**src/hdl/bau_pkg.sv**
```systemverilog
// ============================================================================
// bau_pkg: shared types and constants for the x86 branch address unfilter
// Payload structs for both channels, the result bundle passed from the
// decoder to the output serializer, and configuration register indexes.
// ============================================================================
`default_nettype none

package bau_pkg;

	// Configuration register indexes
	localparam int unsigned CFG_IDX_W = 1;
	localparam logic [CFG_IDX_W-1:0] CFG_MARKER_BYTE = 1'd0;
	localparam logic [CFG_IDX_W-1:0] CFG_JCC_ENABLE  = 1'd1;
	localparam int unsigned CFG_DATA_W = 8;

	// Opcode constants
	localparam logic [7:0] OP_TWO_BYTE   = 8'h0F;
	localparam logic [7:0] OP_JCC_LO     = 8'h80;
	localparam logic [7:0] OP_JCC_HI     = 8'h8F;
	localparam logic [7:0] OP_CALL_MASK  = 8'hFE;
	localparam logic [7:0] OP_CALL_JMP   = 8'hE8;

	// Maximum results caused by one input byte
	localparam int unsigned MAX_RES = 4;
	localparam int unsigned RES_CNT_W = $clog2(MAX_RES + 1);
	localparam int unsigned RES_IDX_W = $clog2(MAX_RES);

	typedef struct packed {
		logic [7:0] in_byte;
		logic       in_last;
	} bau_in_t;

	typedef struct packed {
		logic [7:0] out_byte;
		logic       out_last;
		logic       run_last;
	} bau_out_t;

	// All results of one input byte, handed over as one transaction
	typedef struct packed {
		logic [MAX_RES-1:0][7:0] bytes;
		logic [RES_CNT_W-1:0]    count;
		logic                    last;
	} bau_bundle_t;

endpackage

`default_nettype wire

```
**src/hdl/bau_core.sv**
```systemverilog
// ============================================================================
// bau_core: input stage and branch pattern decoder
// Registers the incoming byte, runs the pattern state machine on it and
// produces the bundle of restored bytes that this byte releases.
// ============================================================================
`default_nettype none

module bau_core (
	input  wire logic                           clk,
	input  wire logic                           arst_n,
	input  wire logic                           in_valid,
	output logic                                in_ready,
	input  wire bau_pkg::bau_in_t               in_data,
	input  wire logic                           cfg_we,
	input  wire logic [bau_pkg::CFG_IDX_W-1:0]  cfg_index,
	input  wire logic [bau_pkg::CFG_DATA_W-1:0] cfg_wdata,
	output logic                                bnd_valid,
	input  wire logic                           bnd_ready,
	output bau_pkg::bau_bundle_t                bnd
);
	import bau_pkg::*;

	typedef enum logic [6:0] {
		PH_IDLE = 7'b0000001,
		PH_0F   = 7'b0000010,
		PH_0F8  = 7'b0000100,
		PH_E8   = 7'b0001000,
		PH_MARK = 7'b0010000,
		PH_T1   = 7'b0100000,
		PH_T2   = 7'b1000000
	} phase_t;

	// Configuration registers
	logic [7:0] marker_q;
	logic       jcc_q;

	// Input stage
	logic       valid_s1;
	bau_in_t    data_s1;

	// Pattern state
	phase_t      phase_q, phase_n;
	logic [7:0]  hop0_q, hop1_q, htg0_q, htg1_q;
	logic [7:0]  hop0_n, hop1_n, htg0_n, htg1_n;
	logic [31:0] pos_q, pos_n;
	logic [31:0] mpos_q, mpos_n;

	bau_bundle_t res;
	logic        advance;

	// Write configuration registers
	always_ff @(posedge clk or negedge arst_n) begin
		if (!arst_n) begin
			marker_q <= '0;
			jcc_q    <= 1'b0;
		end else if (cfg_we) begin
			case (cfg_index)
				CFG_MARKER_BYTE: marker_q <= cfg_wdata[7:0];
				CFG_JCC_ENABLE:  jcc_q    <= cfg_wdata[0];
				default: ;
			endcase
		end
	end

	// Advance the input stage when its results can be handed on
	assign advance  = valid_s1 && ((res.count == '0) || bnd_ready);
	assign in_ready = !valid_s1 || advance;

	always_ff @(posedge clk or negedge arst_n) begin
		if (!arst_n) begin
			valid_s1 <= 1'b0;
		end else if (in_ready) begin
			valid_s1 <= in_valid;
		end
	end

	always_ff @(posedge clk) begin
		if (in_ready && in_valid) begin
			data_s1 <= in_data;
		end
	end

	// Decode one byte: next state and the bytes it releases
	always_comb begin
		logic [7:0]           b;
		logic [31:0]          disp;
		logic [RES_CNT_W-1:0] n;
		logic [MAX_RES-1:0][7:0] e;
		logic                 fresh;

		b      = data_s1.in_byte;
		disp   = {8'h00, htg0_q, htg1_q, b} - mpos_q;
		n      = '0;
		e      = '0;
		fresh  = 1'b0;
		phase_n = phase_q;
		hop0_n = hop0_q;
		hop1_n = hop1_q;
		htg0_n = htg0_q;
		htg1_n = htg1_q;
		mpos_n = mpos_q;

		case (phase_q)
			PH_0F: begin
				if (b inside {[OP_JCC_LO:OP_JCC_HI]}) begin
					hop1_n  = b;
					phase_n = PH_0F8;
				end else begin
					e[n[RES_IDX_W-1:0]] = hop0_q;
					n = n + RES_CNT_W'(1);
					fresh = 1'b1;
				end
			end
			PH_0F8, PH_E8: begin
				e[n[RES_IDX_W-1:0]] = hop0_q;
				n = n + RES_CNT_W'(1);
				if (phase_q == PH_0F8) begin
					e[n[RES_IDX_W-1:0]] = hop1_q;
					n = n + RES_CNT_W'(1);
				end
				if (b == marker_q) begin
					hop0_n  = b;
					mpos_n  = pos_q + 32'd4;
					phase_n = PH_MARK;
				end else begin
					fresh = 1'b1;
				end
			end
			PH_MARK: begin
				htg0_n  = b;
				phase_n = PH_T1;
			end
			PH_T1: begin
				htg1_n  = b;
				phase_n = PH_T2;
			end
			PH_T2: begin
				e[0] = disp[7:0];
				e[1] = disp[15:8];
				e[2] = disp[23:16];
				e[3] = disp[31:24];
				n = RES_CNT_W'(MAX_RES);
				phase_n = PH_IDLE;
			end
			default: begin
				fresh = 1'b1;
			end
		endcase

		// Examine the byte as a possible opcode start
		if (fresh) begin
			if (jcc_q && (b == OP_TWO_BYTE)) begin
				hop0_n  = b;
				phase_n = PH_0F;
			end else if ((b & OP_CALL_MASK) == OP_CALL_JMP) begin
				hop0_n  = b;
				phase_n = PH_E8;
			end else begin
				phase_n = PH_IDLE;
				e[n[RES_IDX_W-1:0]] = b;
				n = n + RES_CNT_W'(1);
			end
		end

		pos_n = pos_q + 32'd1;

		// Flush a pattern cut off by the end of the stream
		if (data_s1.in_last) begin
			case (phase_n)
				PH_0F, PH_E8, PH_MARK: begin
					e[n[RES_IDX_W-1:0]] = hop0_n;
					n = n + RES_CNT_W'(1);
				end
				PH_0F8: begin
					e[n[RES_IDX_W-1:0]] = hop0_n;
					n = n + RES_CNT_W'(1);
					e[n[RES_IDX_W-1:0]] = hop1_n;
					n = n + RES_CNT_W'(1);
				end
				PH_T1: begin
					e[n[RES_IDX_W-1:0]] = hop0_n;
					n = n + RES_CNT_W'(1);
					e[n[RES_IDX_W-1:0]] = htg0_n;
					n = n + RES_CNT_W'(1);
				end
				PH_T2: begin
					e[n[RES_IDX_W-1:0]] = hop0_n;
					n = n + RES_CNT_W'(1);
					e[n[RES_IDX_W-1:0]] = htg0_n;
					n = n + RES_CNT_W'(1);
					e[n[RES_IDX_W-1:0]] = htg1_n;
					n = n + RES_CNT_W'(1);
				end
				default: ;
			endcase
			phase_n = PH_IDLE;
			pos_n   = '0;
		end

		res.bytes = e;
		res.count = n;
		res.last  = data_s1.in_last;
	end

	// Update pattern state control
	always_ff @(posedge clk or negedge arst_n) begin
		if (!arst_n) begin
			phase_q <= PH_IDLE;
			pos_q   <= '0;
		end else if (advance) begin
			phase_q <= phase_n;
			pos_q   <= pos_n;
		end
	end

	// Hold opcode, target bytes and marker offset
	always_ff @(posedge clk) begin
		if (advance) begin
			hop0_q <= hop0_n;
			hop1_q <= hop1_n;
			htg0_q <= htg0_n;
			htg1_q <= htg1_n;
			mpos_q <= mpos_n;
		end
	end

	assign bnd_valid = valid_s1 && (res.count != '0);
	assign bnd       = res;

endmodule

`default_nettype wire

```
**src/hdl/bau_serial.sv**
```systemverilog
// ============================================================================
// bau_serial: result register and output serializer
// Holds one bundle of restored bytes and presents them one per cycle while
// out_ready is high, flagging the last byte of the bundle and of the stream.
// ============================================================================
`default_nettype none

module bau_serial (
	input  wire logic                 clk,
	input  wire logic                 arst_n,
	input  wire logic                 bnd_valid,
	output logic                      bnd_ready,
	input  wire bau_pkg::bau_bundle_t bnd,
	output logic                      out_valid,
	input  wire logic                 out_ready,
	output bau_pkg::bau_out_t         out_data
);
	import bau_pkg::*;

	bau_bundle_t           bnd_q;
	logic                  valid_q;
	logic [RES_IDX_W-1:0]  idx_q;
	logic                  final_beat;
	logic                  done;

	assign final_beat = ({1'b0, idx_q} == (bnd_q.count - RES_CNT_W'(1)));
	assign done       = valid_q && out_ready && final_beat;
	assign bnd_ready  = !valid_q || done;

	// Load a new bundle, advance through the held one
	always_ff @(posedge clk or negedge arst_n) begin
		if (!arst_n) begin
			valid_q <= 1'b0;
			idx_q   <= '0;
		end else if (bnd_ready && bnd_valid) begin
			valid_q <= 1'b1;
			idx_q   <= '0;
		end else if (done) begin
			valid_q <= 1'b0;
		end else if (valid_q && out_ready) begin
			idx_q <= idx_q + RES_IDX_W'(1);
		end
	end

	always_ff @(posedge clk) begin
		if (bnd_ready && bnd_valid) begin
			bnd_q <= bnd;
		end
	end

	assign out_valid         = valid_q;
	assign out_data.out_byte = bnd_q.bytes[idx_q];
	assign out_data.run_last = final_beat;
	assign out_data.out_last = final_beat && bnd_q.last;

endmodule

`default_nettype wire

```
**src/hdl/x86_branch_address_unfilter_unit.sv**
```systemverilog
// ============================================================================
// x86_branch_address_unfilter_unit: restore x86 call/jump displacements
// Top level: byte decoder followed by the output serializer.
// ============================================================================
// One byte is taken per cycle unless its results wait for the serializer. A
// byte that releases k restored bytes (0 to 4) keeps the output busy for k
// transactions; the output serializer, one transaction per cycle while
// out_ready is high, sets the sustained rate, and the input keeps flowing
// while it drains as long as bytes release nothing. Results pass the input
// and then the result register. Marker and target bytes after E8/E9 (or
// 0F 80..8F with the conditional jump option on) are replaced by the 32-bit
// little-endian displacement; a pattern cut short by in_last comes out
// unchanged, and the position count restarts at zero after the last byte.
`default_nettype none

module x86_branch_address_unfilter_unit (
	input  wire logic                           clk,
	input  wire logic                           arst_n,
	input  wire logic                           in_valid,
	output logic                                in_ready,
	input  wire bau_pkg::bau_in_t               in_data,
	output logic                                out_valid,
	input  wire logic                           out_ready,
	output bau_pkg::bau_out_t                   out_data,
	input  wire logic                           cfg_we,
	input  wire logic [bau_pkg::CFG_IDX_W-1:0]  cfg_index,
	input  wire logic [bau_pkg::CFG_DATA_W-1:0] cfg_wdata
);
	import bau_pkg::*;

	logic        bnd_valid;
	logic        bnd_ready;
	bau_bundle_t bnd;

	bau_core u_core (
		.clk       (clk),
		.arst_n    (arst_n),
		.in_valid  (in_valid),
		.in_ready  (in_ready),
		.in_data   (in_data),
		.cfg_we    (cfg_we),
		.cfg_index (cfg_index),
		.cfg_wdata (cfg_wdata),
		.bnd_valid (bnd_valid),
		.bnd_ready (bnd_ready),
		.bnd       (bnd)
	);

	bau_serial u_serial (
		.clk       (clk),
		.arst_n    (arst_n),
		.bnd_valid (bnd_valid),
		.bnd_ready (bnd_ready),
		.bnd       (bnd),
		.out_valid (out_valid),
		.out_ready (out_ready),
		.out_data  (out_data)
	);

endmodule

`default_nettype wire

```
**config.mk**
```make
export PLATFORM = sky130hd
export DESIGN_NAME = x86_branch_address_unfilter_unit
export DESIGN_NICKNAME = d
export VERILOG_FILES = /design/src/hdl/bau_pkg.sv /design/src/hdl/bau_core.sv /design/src/hdl/bau_serial.sv /design/src/hdl/x86_branch_address_unfilter_unit.sv
export SDC_FILE = /design/constraint.sdc
export NUM_CORES = 1
export LEC_CHECK = 0
export ABC_AREA = 1
export BUFFER_PORTS_ARGS = -buffer_cell sky130_fd_sc_hd__buf_2
export CAP_MARGIN = 20
export CELL_PAD_IN_SITES_DETAIL_PLACEMENT = 1
export CELL_PAD_IN_SITES_GLOBAL_PLACEMENT = 1
export CORE_ASPECT_RATIO = 1.2
export CORE_MARGIN = 5
export CORE_UTILIZATION = 40
export CTS_CLUSTER_DIAMETER = 40
export CTS_CLUSTER_SIZE = 8
export DETAILED_ROUTE_END_ITERATION = 6
export PLACE_DENSITY_LB_ADDON = 0.1
export SYNTH_ARGS = -nofsm -noshare
export SYNTH_HDL_FRONTEND = slang
export SYNTH_SLANG_ARGS = --single-unit
```
**constraint.sdc**
```tcl
create_clock -name clk -period 6.5 [get_ports clk]
set_clock_uncertainty 0.05 [all_clocks]
set_input_delay 0.975 -clock clk [delete_from_list [all_inputs] [get_ports clk]]
set_output_delay 0.975 -clock clk [all_outputs]
set_load 0.05 [all_outputs]
```
==> results.yml <==
worst_setup_path:
  crit_start: "u_core.data_s1[5]"
  worst_ep_arrival_time_ps: 4780
  required_ps: 5470
  start_kind: "register"
  regToRegSetupSlack_ps: 800
  r2r_cells: 26
  cp_max_fo: 41
  end_kind: "output pin"
  path_class: "register to output pin"
  regToRegStartpoint: "u_core.data_s1[5]"
clock_tree:
  cts_made_buffers: 17
  clock_path_buffers: 2
  postCtsHoldBufs: 0
  htreeDepth: 4
  cts_resized: 0
  path_clk_slew_ps: 70
  clockRootBuffer: "clkbuf_16"
  postCtsSetupRepairBufs: 0
  cts.sinks: 161
  clock_latency_ps: 460
  cts_tree: "built"
drt:
  remaining_drc_errors: 0
  wire_per_inst_um: 21.7
  wirelength_mm: 49.9
  vias_per_cell: 5.59
  vias: 12900
  met2WireLength_mm: 24.9
  first_iter_violations: 719
  highest_layer: "met4"
  drt_pre_antenna_iters: 5
  wl_met1_mm: 20.7
  wl_met3_mm: 1.74
  ant_nets: 0
pwr:
  power_density_mw_per_mm2: 307
  p_int_uw: 2350
  seq_power_share_pct: 35.9
  power_leakage_uw: 0.00618
  p_switching_uw: 1970
  ir_drop_mv: 0.155
  sw_frac_of_total_pct: 45.7
  comb_power_share_pct: 39.0
  clkPwrFrac_pct: 25.0
finish:
  design_area_mm2: 0.0141
  diodes: 0
  drive_above_1_share_pct: 7.96
  layout-area-overhead-vs-synth_pct: 8.47
  fillers: 4171
  nets: 1943
place:
  port_buffers: 34
  dpl_cell_area_mm2: 0.0135
  gp_congestion: 0.893
  hpwlAfterDp_mm: 38.6
synthesis:
  ys.flop_type: "edfxtp_1"
  syn_area_per_cell_um2: 6.86
  ys.warnings.count: 0
  netlist_area_mm2: 0.0130
  syn_nets: 1949
  async_reset_ff_share_pct: 32.3
  synthDistinctLibCells: 51
  ys_seq_elements: 161
  synth_seq_area_share_pct: 35.3
  synth_cells: 1891
  synth_edf_count: 109
global_route:
  grt_overflow: 0
  grt_pass1_wl_mm: 77.3
  antenna_found_initial: 0
  grt_usage_pct: 27.5
  grt_pass1_vias: 13400
  grt_max_degree: 55
timing:
  fmax_ghz: 0.172
  relSlewSlack_pct: 32.5
  rsz0062_at_grt: "false"
  fin_setup_tns_ps: 0
  tightestPinTransition_ps: 1010
  setup_viol: 0
  period_share_pct: 89.2
  maxSlewViolCount: 0
  finalHoldViolCount: 0
  min_period_ps: 5800
run:
  drv_cap: 0
die:
  io_pins: 35
  rows: 72
  core_area_mm2: 0.0322
  fp.dieW_um: 174
  start_util_pct: 40.3
  die_area_mm2: 0.0361
  die_h_um: 207
worst_hold_path:
  hold_path_depth: 2
  hold_path.class: "register to register"
  worstHoldStart: "u_core.phase_q[0]"
outcome:
  outcome: "complete, no violations"
state kept, by name, summed over array words and instances, names as in the netlist, 2 cells and up:
register	cells
u_core.marker_q	8
u_serial.bnd_q	36
u_core.hop1_q	8
u_core.data_s1	8
u_core.hop0_q	8
u_core.mpos_q	32
u_core.phase_q	7
u_core.pos_q	32
u_serial.idx_q	2
u_core.htg0_q	8
u_core.htg1_q	8
worst max-delay path: stages, from the launching register on:
cell      delay (ps)
edfxtp_1         500
inv_1            200
nand2_1          100
nor3_1           190
inv_1            100
nand2_1          160
nand2_1          210
ha_1             350
inv_1             60
nor2_1            50
a21oi_2          230
inv_1            120
ha_1             190
buf_4            210
inv_1            100
buf_4            380
nand2_1          130
nand3_1          110
nand3_1           80
nand2_1           70
clkinv_1          60
nand2_1           70
nand2_2           50
nand2_2          120
nand3_1          150
buf_2            300
final cells by class:
type,instances,area [um2],area share [%]
inverter,195,732,5.20
timing repair buffer,55,328,2.33
clock inverter,13,150,1.07
sequential,161,4580,32.5
tap,407,509,3.62
clock buffer,19,454,3.23
multi-input combinational,1455,7320,52.0
cells in the mapped netlist (2+ instances only):
library cell | count | area share, %
nand2_2 | 7 | 0.34
nand3_1 | 197 | 7.6
xnor2_1 | 23 | 1.6
a21o_1 | 4 | 0.23
a22oi_1 | 3 | 0.17
o22ai_1 | 16 | 0.77
buf_4 | 4 | 0.23
dfrtp_1 | 51 | 9.8
ha_1 | 34 | 3.3
o21a_1 | 10 | 0.58
clkinv_1 | 4 | 0.12
nor2_1 | 225 | 6.5
or2_2 | 5 | 0.24
nor2_4 | 2 | 0.17
buf_1 | 8 | 0.23
nand3b_1 | 11 | 0.64
o211ai_1 | 20 | 1.2
xor2_1 | 43 | 2.9
a21boi_0 | 2 | 0.12
o21ai_0 | 135 | 5.2
clkbuf_1 | 54 | 1.6
o21ai_2 | 4 | 0.27
nand2_1 | 517 | 15
nand3_2 | 12 | 0.93
mux2_2 | 4 | 0.35
inv_1 | 182 | 5.3
inv_2 | 9 | 0.26
o21ai_1 | 4 | 0.15
nor2_2 | 6 | 0.29
buf_2 | 11 | 0.42
nand4_1 | 20 | 0.96
a31oi_1 | 3 | 0.14
buf_6 | 2 | 0.17
nor3_1 | 27 | 1.0
nand2_4 | 5 | 0.43
edfxtp_1 | 109 | 25
a21oi_1 | 95 | 3.7
o21bai_1 | 2 | 0.12
nor4_1 | 9 | 0.43
path summary, 6_finish.rpt:
kind,endpoint
max,in_ready
min,u_core.phase_q[0]
max reg2reg,u_core.hop1_q[6]
min reg2reg,u_core.phase_q[0]
max in group asynchronous,u_core.valid_s1
min in group asynchronous,u_serial.idx_q[0]
per-stage QoR:
step                worst slack, ps  cells  utilization [%]  hold WS (ps)  total power (uW)
floorplan                      1450   1891                -           405              2720
global placement                951   2272             41.8           429              3200
detailed placement              811   2272             41.8           435              3240
CTS                             706   2304             43.7           447              4330
global route                    334   2305             43.7           460              4570
finish                          699   2305             43.7           447              4320
power groups by stage:
| stage | logic [uW] | registers, uW | clock network (uW) |
|---|---|---|---|
| 6_report | 1690 | 1550 | 1080 |
| 5_1_grt | 1860 | 1570 | 1130 |
| 4_1_cts | 1680 | 1550 | 1100 |
| 3_5_place_dp | 1670 | 1570 | 0 |
| 3_3_place_gp | 1640 | 1560 | 0 |
| 2_1_floorplan | 1270 | 1450 | 0 |
routing by layer:
metal / up-vias / track usage (%)
met3: 98 / 3.19
met2: 273 / 47.4
met4: 0 / 14.4
li1: 6238 / -
met1: 6274 / 33.6
met5: - / 0
cell families (layout without fill, tap and decap cells):
family	count (synthesis)	after routing	share of synthesized area, %
XOR/XNOR	68	68	4.79
multiplexers	5	5	0.424
AO/OA/AOI/OAI	300	300	12.7
adder cells (fa/ha/maj)	35	35	3.43
buffers and inverters	275	282	8.38
flip-flops	161	161	35.3
AND/OR/NAND/NOR	1047	1047	35.0
cell usage in the layout (no fill, tap or decap), types with 2 or more instances in the layout:
| master | count |
|---|---|
| a31oi_1 | 3 |
| nand2_2 | 7 |
| o22ai_1 | 16 |
| clkinv_1 | 4 |
| inv_8 | 4 |
| buf_4 | 20 |
| nand3b_1 | 11 |
| mux2_2 | 4 |
| o21bai_1 | 2 |
| or2_2 | 5 |
| nand3_2 | 12 |
| o21ai_0 | 135 |
| a22oi_1 | 3 |
| nor2_4 | 2 |
| nor2_2 | 8 |
| inv_1 | 182 |
| nand2_1 | 517 |
| nand2_4 | 5 |
| xnor2_1 | 23 |
| o21ai_1 | 4 |
| nand4_1 | 20 |
| xor2_1 | 43 |
| edfxtp_1 | 109 |
| a21boi_0 | 2 |
| nor4_1 | 8 |
| dfrtp_1 | 50 |
| clkbuf_16 | 18 |
| nand3_1 | 197 |
| inv_2 | 9 |
| buf_2 | 34 |
| o21ai_2 | 4 |
| a21oi_1 | 95 |
| nor3_1 | 27 |
| a21o_1 | 4 |
| o211ai_1 | 20 |
| ha_1 | 34 |
| inv_6 | 6 |
| o21a_1 | 10 |
| nor2_1 | 223 |
Power figures use the tool's default switching activity.
